File: src/design/hsv_to_rgb_pixel_unit_macros.svh
// assertion helpers shared by the pixel unit
`ifndef HSV_TO_RGB_PIXEL_UNIT_MACROS_SVH
`define HSV_TO_RGB_PIXEL_UNIT_MACROS_SVH

// same-cycle implication, off while reset is low
`define HSV_ASSERT_IMP(lbl, clk, rstn, a, b) \
  lbl: assert property (@(posedge clk) disable iff (!(rstn)) (a) |-> (b)) \
    else $error("hsv pixel unit: same-cycle check failed");

// next-cycle implication, off while reset is low
`define HSV_ASSERT_NXT(lbl, clk, rstn, a, b) \
  lbl: assert property (@(posedge clk) disable iff (!(rstn)) (a) |=> (b)) \
    else $error("hsv pixel unit: next-cycle check failed");

`endif

File: src/design/hsv_pkg.sv
`timescale 1ns / 1ps

package hsv_pkg;

  localparam int unsigned HUE_W  = 11;
  localparam int unsigned CHAN_W = 8;
  localparam int unsigned SEXT_W = 3;

  localparam logic [HUE_W-1:0]  HUE_SPAN   = 11'd1536;
  localparam logic [SEXT_W-1:0] SEXT_COUNT = 3'd6;

  // sextant in which each channel ramps up
  localparam logic [SEXT_W-1:0] RED_RISE   = 3'd4;
  localparam logic [SEXT_W-1:0] GREEN_RISE = 3'd0;
  localparam logic [SEXT_W-1:0] BLUE_RISE  = 3'd2;

  localparam logic [CHAN_W-1:0] LEVEL_FULL = 8'd255;
  localparam logic [CHAN_W-1:0] LEVEL_ZERO = 8'd0;

  // load enables for the stages held inside each channel slice
  typedef struct packed {
    logic ld2;
    logic ld3;
  } hsv_ctl_t;

  // ramp level of one channel for a given sextant and position
  function automatic logic [CHAN_W-1:0] chan_level(
    input logic [SEXT_W-1:0] sextant,
    input logic [CHAN_W-1:0] pos,
    input logic [SEXT_W-1:0] rise
  );
    logic [SEXT_W-1:0] rel;
    logic [CHAN_W-1:0] lvl;
    if (sextant >= rise) begin
      rel = sextant - rise;
    end else begin
      rel = sextant + SEXT_COUNT - rise;
    end
    case (rel)
      3'd0:    lvl = pos;
      3'd1:    lvl = LEVEL_FULL;
      3'd2:    lvl = LEVEL_FULL;
      3'd3:    lvl = LEVEL_FULL - pos;
      default: lvl = LEVEL_ZERO;
    endcase
    return lvl;
  endfunction

endpackage

File: src/design/hsv_to_rgb_pixel_unit.sv
`timescale 1ns / 1ps
// channel | dir | tdata (low bit up)                         | tuser
// in_     | in  | hue[10:0] sat[18:11] brightness[26:19] pad | -
// out_    | out | red[7:0] green[15:8] blue[23:16]           | hue_wrapped
//
// three register stages: ramp level, brightness scale, saturation blend
// one pixel per cycle sustained while out_tready stays high
// each stage loads when it is empty or the one after it moves, so bubbles close
// a stall on out_tready holds the output stage and every full stage packed behind it
// rst_n clears the stage valid bits only, payload registers are not reset

module hsv_to_rgb_pixel_unit (
  input  logic        clk,
  input  logic        rst_n,
  input  logic        in_tvalid,
  output logic        in_tready,
  input  logic [31:0] in_tdata,   // hue[10:0], saturation[18:11], brightness[26:19]
  output logic        out_tvalid,
  input  logic        out_tready,
  output logic [23:0] out_tdata,  // red[7:0], green[15:8], blue[23:16]
  output logic        out_tuser   // hue_wrapped
);
  import hsv_pkg::*;

`include "hsv_to_rgb_pixel_unit_macros.svh"

  // input field split
  logic [HUE_W-1:0]  in_hue;
  logic [CHAN_W-1:0] in_sat;
  logic [CHAN_W-1:0] in_val;

  assign in_hue = in_tdata[10:0];
  assign in_sat = in_tdata[18:11];
  assign in_val = in_tdata[26:19];

  // stage valids
  logic v1_r, v2_r, v3_r;
  logic ld1;
  hsv_ctl_t ctl;

  always_comb begin
    ctl.ld3 = !v3_r || out_tready;
    ctl.ld2 = !v2_r || ctl.ld3;
    ld1     = !v1_r || ctl.ld2;
  end

  assign in_tready = ld1;

  always_ff @(posedge clk) begin
    if (!rst_n) begin
      v1_r <= 1'b0;
      v2_r <= 1'b0;
      v3_r <= 1'b0;
    end else begin
      if (ld1) begin
        v1_r <= in_tvalid;
      end
      if (ctl.ld2) begin
        v2_r <= v1_r;
      end
      if (ctl.ld3) begin
        v3_r <= v2_r;
      end
    end
  end

  // stage 1: hue wrap, sextant split, per-channel ramp level
  logic              wrap_nxt;
  logic [HUE_W-1:0]  hue_w;
  logic [SEXT_W-1:0] sextant;
  logic [CHAN_W-1:0] pos;
  logic [CHAN_W-1:0] red_lvl_nxt, green_lvl_nxt, blue_lvl_nxt;

  always_comb begin
    wrap_nxt = (in_hue >= HUE_SPAN);
    hue_w    = wrap_nxt ? (in_hue - HUE_SPAN) : in_hue;
    sextant  = hue_w[HUE_W-1:CHAN_W];
    pos      = hue_w[CHAN_W-1:0];
    red_lvl_nxt   = chan_level(sextant, pos, RED_RISE);
    green_lvl_nxt = chan_level(sextant, pos, GREEN_RISE);
    blue_lvl_nxt  = chan_level(sextant, pos, BLUE_RISE);
  end

  logic [CHAN_W-1:0] red_lvl_r, green_lvl_r, blue_lvl_r;
  logic [CHAN_W-1:0] sat1_r, val1_r, sat2_r, val2_r;
  logic              wrap1_r, wrap2_r, wrap3_r;

  always_ff @(posedge clk) begin
    if (ld1) begin
      red_lvl_r   <= red_lvl_nxt;
      green_lvl_r <= green_lvl_nxt;
      blue_lvl_r  <= blue_lvl_nxt;
      sat1_r      <= in_sat;
      val1_r      <= in_val;
      wrap1_r     <= wrap_nxt;
    end
    if (ctl.ld2) begin
      sat2_r  <= sat1_r;
      val2_r  <= val1_r;
      wrap2_r <= wrap1_r;
    end
    if (ctl.ld3) begin
      wrap3_r <= wrap2_r;
    end
  end

  // stages 2 and 3 live in the channel slices
  logic [CHAN_W-1:0] red, green, blue;

  hsv_chan u_red (
    .clk    (clk),
    .ctl    (ctl),
    .level  (red_lvl_r),
    .val_s1 (val1_r),
    .val_s2 (val2_r),
    .sat_s2 (sat2_r),
    .result (red)
  );

  hsv_chan u_green (
    .clk    (clk),
    .ctl    (ctl),
    .level  (green_lvl_r),
    .val_s1 (val1_r),
    .val_s2 (val2_r),
    .sat_s2 (sat2_r),
    .result (green)
  );

  hsv_chan u_blue (
    .clk    (clk),
    .ctl    (ctl),
    .level  (blue_lvl_r),
    .val_s1 (val1_r),
    .val_s2 (val2_r),
    .sat_s2 (sat2_r),
    .result (blue)
  );

  assign out_tvalid = v3_r;
  assign out_tdata  = {blue, green, red};
  assign out_tuser  = wrap3_r;

  // an empty output stage never blocks the input
  `HSV_ASSERT_IMP(a_ready_when_out_empty, clk, rst_n, !out_tvalid, in_tready)
  // an input transfer always lands in stage 1
  `HSV_ASSERT_NXT(a_in_lands_s1, clk, rst_n, in_tvalid && in_tready, v1_r)
  // a full stage 2 that moves shows up at the output
  `HSV_ASSERT_NXT(a_s2_reaches_out, clk, rst_n, v2_r && ctl.ld3, out_tvalid)
  // a full stage 1 that moves fills stage 2
  `HSV_ASSERT_NXT(a_s1_reaches_s2, clk, rst_n, v1_r && ctl.ld2, v2_r)

endmodule

File: src/design/hsv_chan.sv
`timescale 1ns / 1ps

module hsv_chan (
  input  logic                        clk,
  input  hsv_pkg::hsv_ctl_t           ctl,
  input  logic [hsv_pkg::CHAN_W-1:0]  level,
  input  logic [hsv_pkg::CHAN_W-1:0]  val_s1,
  input  logic [hsv_pkg::CHAN_W-1:0]  val_s2,
  input  logic [hsv_pkg::CHAN_W-1:0]  sat_s2,
  output logic [hsv_pkg::CHAN_W-1:0]  result
);
  import hsv_pkg::*;

  logic [2*CHAN_W-1:0] scaled_prod;
  logic [CHAN_W-1:0]   x_nxt;
  logic [CHAN_W-1:0]   x_r;
  logic [CHAN_W-1:0]   diff;
  logic [2*CHAN_W-1:0] sat_prod;
  logic [CHAN_W-1:0]   res_nxt;
  logic [CHAN_W-1:0]   res_r;

  // level scaled by brightness, truncated
  always_comb begin
    scaled_prod = level * val_s1;
    x_nxt       = scaled_prod[2*CHAN_W-1:CHAN_W];
  end

  // blend from brightness toward x by saturation; x never exceeds brightness
  always_comb begin
    diff     = val_s2 - x_r;
    sat_prod = diff * sat_s2;
    res_nxt  = val_s2 - sat_prod[2*CHAN_W-1:CHAN_W];
  end

  always_ff @(posedge clk) begin
    if (ctl.ld2) begin
      x_r <= x_nxt;
    end
    if (ctl.ld3) begin
      res_r <= res_nxt;
    end
  end

  assign result = res_r;

endmodule
File: config.mk
export PLATFORM = sky130hd
export DESIGN_NAME = hsv_to_rgb_pixel_unit
export DESIGN_NICKNAME = d
export VERILOG_FILES = /design/src/design/hsv_pkg.sv /design/src/design/hsv_to_rgb_pixel_unit.sv /design/src/design/hsv_chan.sv
export VERILOG_INCLUDE_DIRS = /design/src /design/src/design
export SDC_FILE = /design/constraint.sdc
export NUM_CORES = 1
export LEC_CHECK = 0
export ABC_AREA = 1
export BUFFER_PORTS_ARGS = -buffer_cell sky130_fd_sc_hd__buf_4
export CAP_MARGIN = 20
export CORE_MARGIN = 2
export CORE_UTILIZATION = 42
export DETAILED_ROUTE_END_ITERATION = 6
export SLEW_MARGIN = 5
export SYNTH_ARGS = -nofsm -noshare
export SYNTH_HDL_FRONTEND = slang
export SYNTH_SLANG_ARGS = --single-unit
File: constraint.sdc
create_clock -name clk -period 7.55 [get_ports clk]
set_clock_uncertainty 0.05 [all_clocks]
set_input_delay 1.8875 -clock clk [delete_from_list [all_inputs] [get_ports clk]]
set_output_delay 1.8875 -clock clk [all_outputs]
set_load 0.03 [all_outputs]
# After elaboration in Yosys (flattened, before gate mapping)
# Cells that the tools add are included.
[op_classes] n_addsub=13 multipliers=6 order_cmp=4 eq_ne=9 n_mux=7 n_reduce_logical=12
[op_table] op="$mul 8x8->16" count=6
[op_table] op="$pmux 8 s3" count=3
[op_table] op="$sub 8x8->8" count=6
[op_table] op="$eq 3x2->1 const B" count=6
[op_table] op="$ge 11x11->1 const B" count=1
[op_table] op="$mux 11" count=1
[op_table] op="$sub 11x11->11 const B" count=1
[op_table] op="$eq 3x1->1 const B" count=3
[op_table] op="$logic_not 3->1" count=3
[op_table] op="$mux 3" count=3
[op_table] op="$sub 8x8->8 const A" count=1
[op_table] op="$reduce_or 2->1" count=3
[op_table] op="$sub 3x2->3 const B" count=2
[op_table] op="$sub 3x3->3 const B" count=2
[op_table] op="$add 3x3->3 const B" count=1
[op_table] op="$ge 3x1->1 const B" count=1
[op_table] op="$ge 3x2->1 const B" count=1
[op_table] op="$ge 3x3->1 const B" count=1
[op_table] op="$logic_not 1->1" count=3
[op_table] op="$logic_or 1x1->1" count=3
[word_totals] ff_bits=110 input_bits=36 output_inout_bits=27 word_cells=70

# Longest topological paths before layout
[depth] word_depth=8 ltp_mapped=34 mapped_depth_nobuf=34

# Cells and area by module
# A second synthesis with hierarchy kept.
[hier_totals] hier_cells=2284 area_unflattened_um2=18391.4
[modules_own_cells] mod="hsv_chan (u_red)" n_inst=1 cells_each=703 area_each_um2=5291.3 seq_area_each_um2=480.5
[modules_own_cells] mod="hsv_chan (u_blue)" n_inst=1 cells_each=702 area_each_um2=5258.8 seq_area_each_um2=480.5
[modules_own_cells] mod="hsv_chan (u_green)" n_inst=1 cells_each=702 area_each_um2=5237.5 seq_area_each_um2=480.5
[modules_own_cells] mod="hsv_to_rgb_pixel_unit" n_inst=1 cells_each=177 area_each_um2=2603.7 seq_area_each_um2=1831.8

# Least setup slack after synthesis
# Ideal clock, no wire load.
[synth_path] path_kind="reg2reg" startpoint="reg val2_r[0]" endpoint="reg u_blue.res_r[7] (netlist: u_blue.result[7]) (data pin)" setup_ns=0.253 arrival_ns=5.830 required_ns=7.247 setup_slack_ns=1.417 path_stages_with_launch=32 n_path_buf=0 period_less_slack_ns=6.133 cell_sequence="edfxtp_1 -> inv_1 -> ha_1 -> inv_1 -> fa_1 -> nand3_1 -> nand3_2 -> nand2_1 -> nand2_1 -> a21oi_2 -> xor2_2 -> nor2_1 -> fa_1 -> fa_1 -> fa_1 -> inv_1 -> fa_1 -> inv_1 -> ha_1 -> a21oi_1 -> o21ai_0 -> a21oi_1 -> nand2_1 -> nand2_1 -> nand2_1 -> ha_1 -> a21oi_1 -> o21ai_0 -> a21oi_1 -> inv_1 -> nand3_1 -> nand2_1"
[synth_via] elab_chain_cells=3
[synth_rtl] element="from (decl)" line="hsv_to_rgb_pixel_unit.sv:85" rtl="logic [CHAN_W-1:0] sat1_r, val1_r, sat2_r, val2_r;"
[synth_rtl] element="from (signal assigned)" line="hsv_to_rgb_pixel_unit.sv:99" rtl="val2_r <= val1_r;"
[synth_rtl] element="$sub 8x8->8" line="hsv_chan.sv:30" rtl="diff = val_s2 - x_r;"
[synth_rtl] element="$mul 8x8->16" line="hsv_chan.sv:31" rtl="sat_prod = diff * sat_s2;"
[synth_rtl] element="$sub 8x8->8 *" line="hsv_chan.sv:32" rtl="res_nxt = val_s2 - sat_prod[2*CHAN_W-1:CHAN_W];"
[synth_rtl] element="named net u_blue.res_nxt[7]" line="hsv_chan.sv:19" rtl="logic [CHAN_W-1:0] res_nxt;"
[synth_rtl] element="to (signal assigned)" line="hsv_chan.sv:40" rtl="res_r <= res_nxt;"
[synth_rtl] element="to (decl)" line="hsv_chan.sv:20" rtl="logic [CHAN_W-1:0] res_r;"
# Mark *: on every way through the listed nets, which the timed path passes. The rest lies on a longest branch.
# A chain may end at the register's enable or synchronous reset.

# Worst setup path after layout
[layout_path] startpoint="reg val2_r[0]" endpoint="reg u_green.res_r[6] (netlist: u_green.result[6]) (data pin)"
[layout_via] elab_chain_cells=3
[layout_rtl] element="$sub 8x8->8" line="hsv_chan.sv:30"
[layout_rtl] element="$mul 8x8->16" line="hsv_chan.sv:31"
[layout_rtl] element="$sub 8x8->8 *" line="hsv_chan.sv:32"
[layout_rtl] element="named net u_green.res_nxt[6]" line="hsv_chan.sv:19"
[layout_rtl] element="to (signal assigned)" line="hsv_chan.sv:40"
[layout_rtl] element="to (decl)" line="hsv_chan.sv:20"
# Marked as above.

==> out/qor.log <==
qor: route.drc_markers 0
qor: min_path.hold_path_class flip-flop to flip-flop
qor: timing.finalWorstPathRequiredPeriod 6980 ps
qor: logic_synthesis.number_of_warnings_printed_during_yosys_synthesis 0
qor: timing.worst-slew-pin-transition 1020 ps
qor: floorplanning.core-area 41900 µm²
qor: route.wl 40400 µm
qor: route.vias 13893
qor: clock_network.max-clock-path-buffers 2
qor: placed_design.gp_congestion 0.854
qor: cells_and_area.fill_cells 4089
qor: global_routing.largest_net_degree_at_the_start_of_global_routing 43
qor: clock_network.clkLatencyLatePin 400 ps
qor: critical_path.timing.critical_path.arrival 7080 ps
qor: placed_design.place_area 19000 µm²
qor: clock_network.cts_sinks 110
qor: floorplanning.placement_rows 75
qor: timing.clock.fmax 143 MHz
qor: clock_network.h-tree-depth 3
qor: cells_and_area.flow.area_growth_from_synthesis 7.83%
qor: logic_synthesis.synth.yosys.seq_area_share 18.3%
qor: route.postRouteAntennaNets 0
qor: critical_path.critPathKind flip-flop to flip-flop
qor: timing.timing_max_transition_violations_final 0
qor: cells_and_area.drive_above_1_share 6.29%
qor: critical_path.critPathSlowestCell sky130_fd_sc_hd__fa_1
qor: clock_network.cts.clk_slew.worst_paths 80 ps
qor: logic_synthesis.netlist_instances 2211
qor: timing.setup_tns_final 0 ps
qor: floorplanning.die-height 210 µm
qor: floorplanning.die-width 210 µm
qor: critical_path.worstSetupEndpointType flip-flop
qor: critical_path.largest_fanout_of_any_net_on_the_critical_path 8
qor: placed_design.hpwlAfterDp 32300 µm
qor: route.vias_per_cell 4.97
qor: cells_and_area.num-nets-final 2750
qor: global_routing.grt_pass1_wl 68600 µm
qor: floorplanning.fp.dieArea 44200 µm²
qor: logic_synthesis.mappedNetlistArea 17900 µm²
qor: critical_path.crit_required 7650 ps
qor: placed_design.portBuffers 57
qor: timing.report.final.setup_viol 0
qor: global_routing.antenna_violations_before_repair 0
qor: clock_network.clock_tree_from_tritoncts yes
qor: critical_path.timing.critical_path.slowest_cell_delay 540 ps
qor: logic_synthesis.syn-num-nets 2709
qor: flow_run.timing.max_cap.violations 0
qor: timing.rsz_0062_raised_after_global_routing false
qor: logic_synthesis.netlist-cell-type-count 40
qor: critical_path.critical-path-top-cell-by-count sky130_fd_sc_hd__fa_1
qor: clock_network.clock-root-buffer sky130_fd_sc_hd__clkbuf_16
qor: timing.hold_violations 0
qor: clock_network.numCtsBuffers 9
qor: global_routing.grt_use_total 19.3%
qor: run_status.run_status finished, final reports clean
qor: floorplanning.top_level_ports 63
qor: critical_path.timing.critical_path.buf_inv 4
qor: timing.final.hold.worst_slack 376 ps
qor: timing.layout_worst_path_cycle_share 92.5%
qor: logic_synthesis.syn_area_per_cell 8.08 µm²
qor: floorplanning.initial_utilization 42.6%
qor: critical_path.critPathLaunchType flip-flop
qor: critical_path.path_delay_family adder cells
qor: route.detail_route.iter0.violations 691
qor: route.dr_wl_cell 14.4 µm
qor: route.dr.pass1.iters 5
qor: global_routing.global_route_total_overflow 0
qor: logic_synthesis.ys_seq_elements 110
qor: timing.timing.max_slew.rel_slack 31.8%
qor: cells_and_area.finish.instance_area 19300 µm²
qor: cells_and_area.diodes 0
qor: global_routing.vias_in_the_first_global_route 13986
-- through the flow --
| step | util, % | setup WS (ps) | std cells |
|---|---|---|---|
| detailed placement | 45.2 | 492 | 2780 |
| global route | 45.9 | 176 | 2796 |
| finish | 45.9 | 567 | 2796 |
| CTS | 45.9 | 471 | 2796 |
| floorplan | - | 1420 | 2211 |
| global placement | 45.2 | 583 | 2780 |
-- timing repair --
action                     4_1_cts  5_1_grt
hold endpoints to repair         0        0
resized for setup                0        1
hold buffers                     0        0
buffers inserted                 0        0
setup endpoints to repair        0        1
-- per-layer routing --
metal | global-route usage [%] | routed length (µm)
met3 | 2.59 | 1630
met2 | 31.7 | 18900
met5 | 0 | 0
met4 | 6.19 | 1090
met1 | 26.4 | 18700
-- placed cells by master, fill, tap and decap left out, types with 11 or more instances in the layout --
cell type | netlist | final
sky130_fd_sc_hd__nand2_1 | 451 | 450
sky130_fd_sc_hd__a21oi_1 | 111 | 111
sky130_fd_sc_hd__xnor2_1 | 20 | 20
sky130_fd_sc_hd__nor2_1 | 208 | 208
sky130_fd_sc_hd__inv_1 | 513 | 511
sky130_fd_sc_hd__nand4_1 | 11 | 11
sky130_fd_sc_hd__buf_4 | 1 | 83
sky130_fd_sc_hd__o21ai_0 | 43 | 43
sky130_fd_sc_hd__o21bai_1 | 11 | 11
sky130_fd_sc_hd__nand3_1 | 69 | 69
sky130_fd_sc_hd__ha_1 | 246 | 246
sky130_fd_sc_hd__xor2_1 | 47 | 47
sky130_fd_sc_hd__fa_1 | 216 | 216
sky130_fd_sc_hd__edfxtp_1 | 107 | 107
sky130_fd_sc_hd__nor3_1 | 13 | 13
sky130_fd_sc_hd__a211oi_1 | 12 | 12
-- synthesized netlist by cell type --
library cell	count	area share (%)
sky130_fd_sc_hd__inv_1	513	11
sky130_fd_sc_hd__nand2_1	451	9.5
sky130_fd_sc_hd__ha_1	246	17
sky130_fd_sc_hd__fa_1	216	24
sky130_fd_sc_hd__nor2_1	208	4.4
sky130_fd_sc_hd__a21oi_1	111	3.1
sky130_fd_sc_hd__edfxtp_1	107	18
sky130_fd_sc_hd__nand3_1	69	1.9
sky130_fd_sc_hd__xor2_1	47	2.3
sky130_fd_sc_hd__o21ai_0	43	1.2
sky130_fd_sc_hd__clkbuf_1	36	0.76
sky130_fd_sc_hd__xnor2_1	20	0.98
sky130_fd_sc_hd__nor3_1	13	0.36
sky130_fd_sc_hd__a211oi_1	12	0.50
sky130_fd_sc_hd__nand4_1	11	0.39
sky130_fd_sc_hd__o21bai_1	11	0.46
sky130_fd_sc_hd__o21ai_2	9	0.44
sky130_fd_sc_hd__or2_2	9	0.31
sky130_fd_sc_hd__buf_2	8	0.22
sky130_fd_sc_hd__a21o_1	7	0.29
sky130_fd_sc_hd__clkbuf_2	6	0.17
sky130_fd_sc_hd__nand3b_1	6	0.25
sky130_fd_sc_hd__inv_2	5	0.11
sky130_fd_sc_hd__nand2_2	5	0.18
sky130_fd_sc_hd__nand3_2	4	0.22
sky130_fd_sc_hd__o21a_1	4	0.17
sky130_fd_sc_hd__o31ai_1	4	0.17
sky130_fd_sc_hd__a21oi_2	3	0.15
sky130_fd_sc_hd__clkinv_1	3	0.063
sky130_fd_sc_hd__dfxtp_1	3	0.34
sky130_fd_sc_hd__nor4_1	3	0.11
sky130_fd_sc_hd__o211ai_1	3	0.13
sky130_fd_sc_hd__o21ai_1	3	0.084
sky130_fd_sc_hd__xor2_2	3	0.27
sky130_fd_sc_hd__a31oi_1	2	0.070
sky130_fd_sc_hd__buf_1	2	0.042
sky130_fd_sc_hd__nor2_2	2	0.070
sky130_fd_sc_hd__buf_4	1	0.042
sky130_fd_sc_hd__nor3_2	1	0.056
sky130_fd_sc_hd__o31a_1	1	0.049
-- worst reg2reg max path, delay by kind of cell (launching register included) --
family	cells	cell delay (ps)
adders and majority gates	8	3400
DFF	1	410
and+or+nand+nor	9	840
xor gates and xnor gates	3	580
AOI/OAI and AO/OA	5	1060
buffers and inverters	4	410
-- registers in the layout (all words and copies together), names as in the netlist --
register / flops
blue_lvl_r: 8
green_lvl_r: 8
out_tuser: 1
out_tvalid: 1
red_lvl_r: 8
sat1_r: 8
sat2_r: 8
u_blue.result: 8
u_blue.x_r: 8
u_green.result: 8
u_green.x_r: 8
u_red.result: 8
u_red.x_r: 8
v1_r: 1
v2_r: 1
val1_r: 8
val2_r: 8
wrap1_r: 1
wrap2_r: 1
-- cell type report --
type                       count  area (µm²)  area share [%]
clock buffer                   9         225            1.17
clock inverter                 7        91.3           0.474
inverter                     521        1960            10.2
multi-input combinational   1527       12400            64.5
sequential                   110        3270            17.0
tap                          539         674            3.50
timing repair buffer          83         623            3.23
-- worst paths after layout --
path	depth (start not counted)	slack (ps)	startpoint	end
hold reg to reg	0	380	sat1_r[5]$_DFFE_PP_	sat2_r[5]$_DFFE_PP_
hold / removal	0	380	sat1_r[5]$_DFFE_PP_	sat2_r[5]$_DFFE_PP_
setup reg to reg	29	570	val2_r[0]$_DFFE_PP_	u_green.result[6]$_DFFE_PP_
setup / recovery	29	570	val2_r[0]$_DFFE_PP_	u_green.result[6]$_DFFE_PP_
-- kinds of logic after synthesis --
family          count (synthesis)  synth area share [%]
fa+ha+maj                     462                  41.4
simple gates                  782                  17.7
flops                         110                  18.3
xor+xnor                       70                  3.56
buf+inv                       574                  12.2
compound gates                213                  6.83
Power is not shown: default switching activity piles up to over one toggle a cycle in this logic, so the estimate is an artifact.
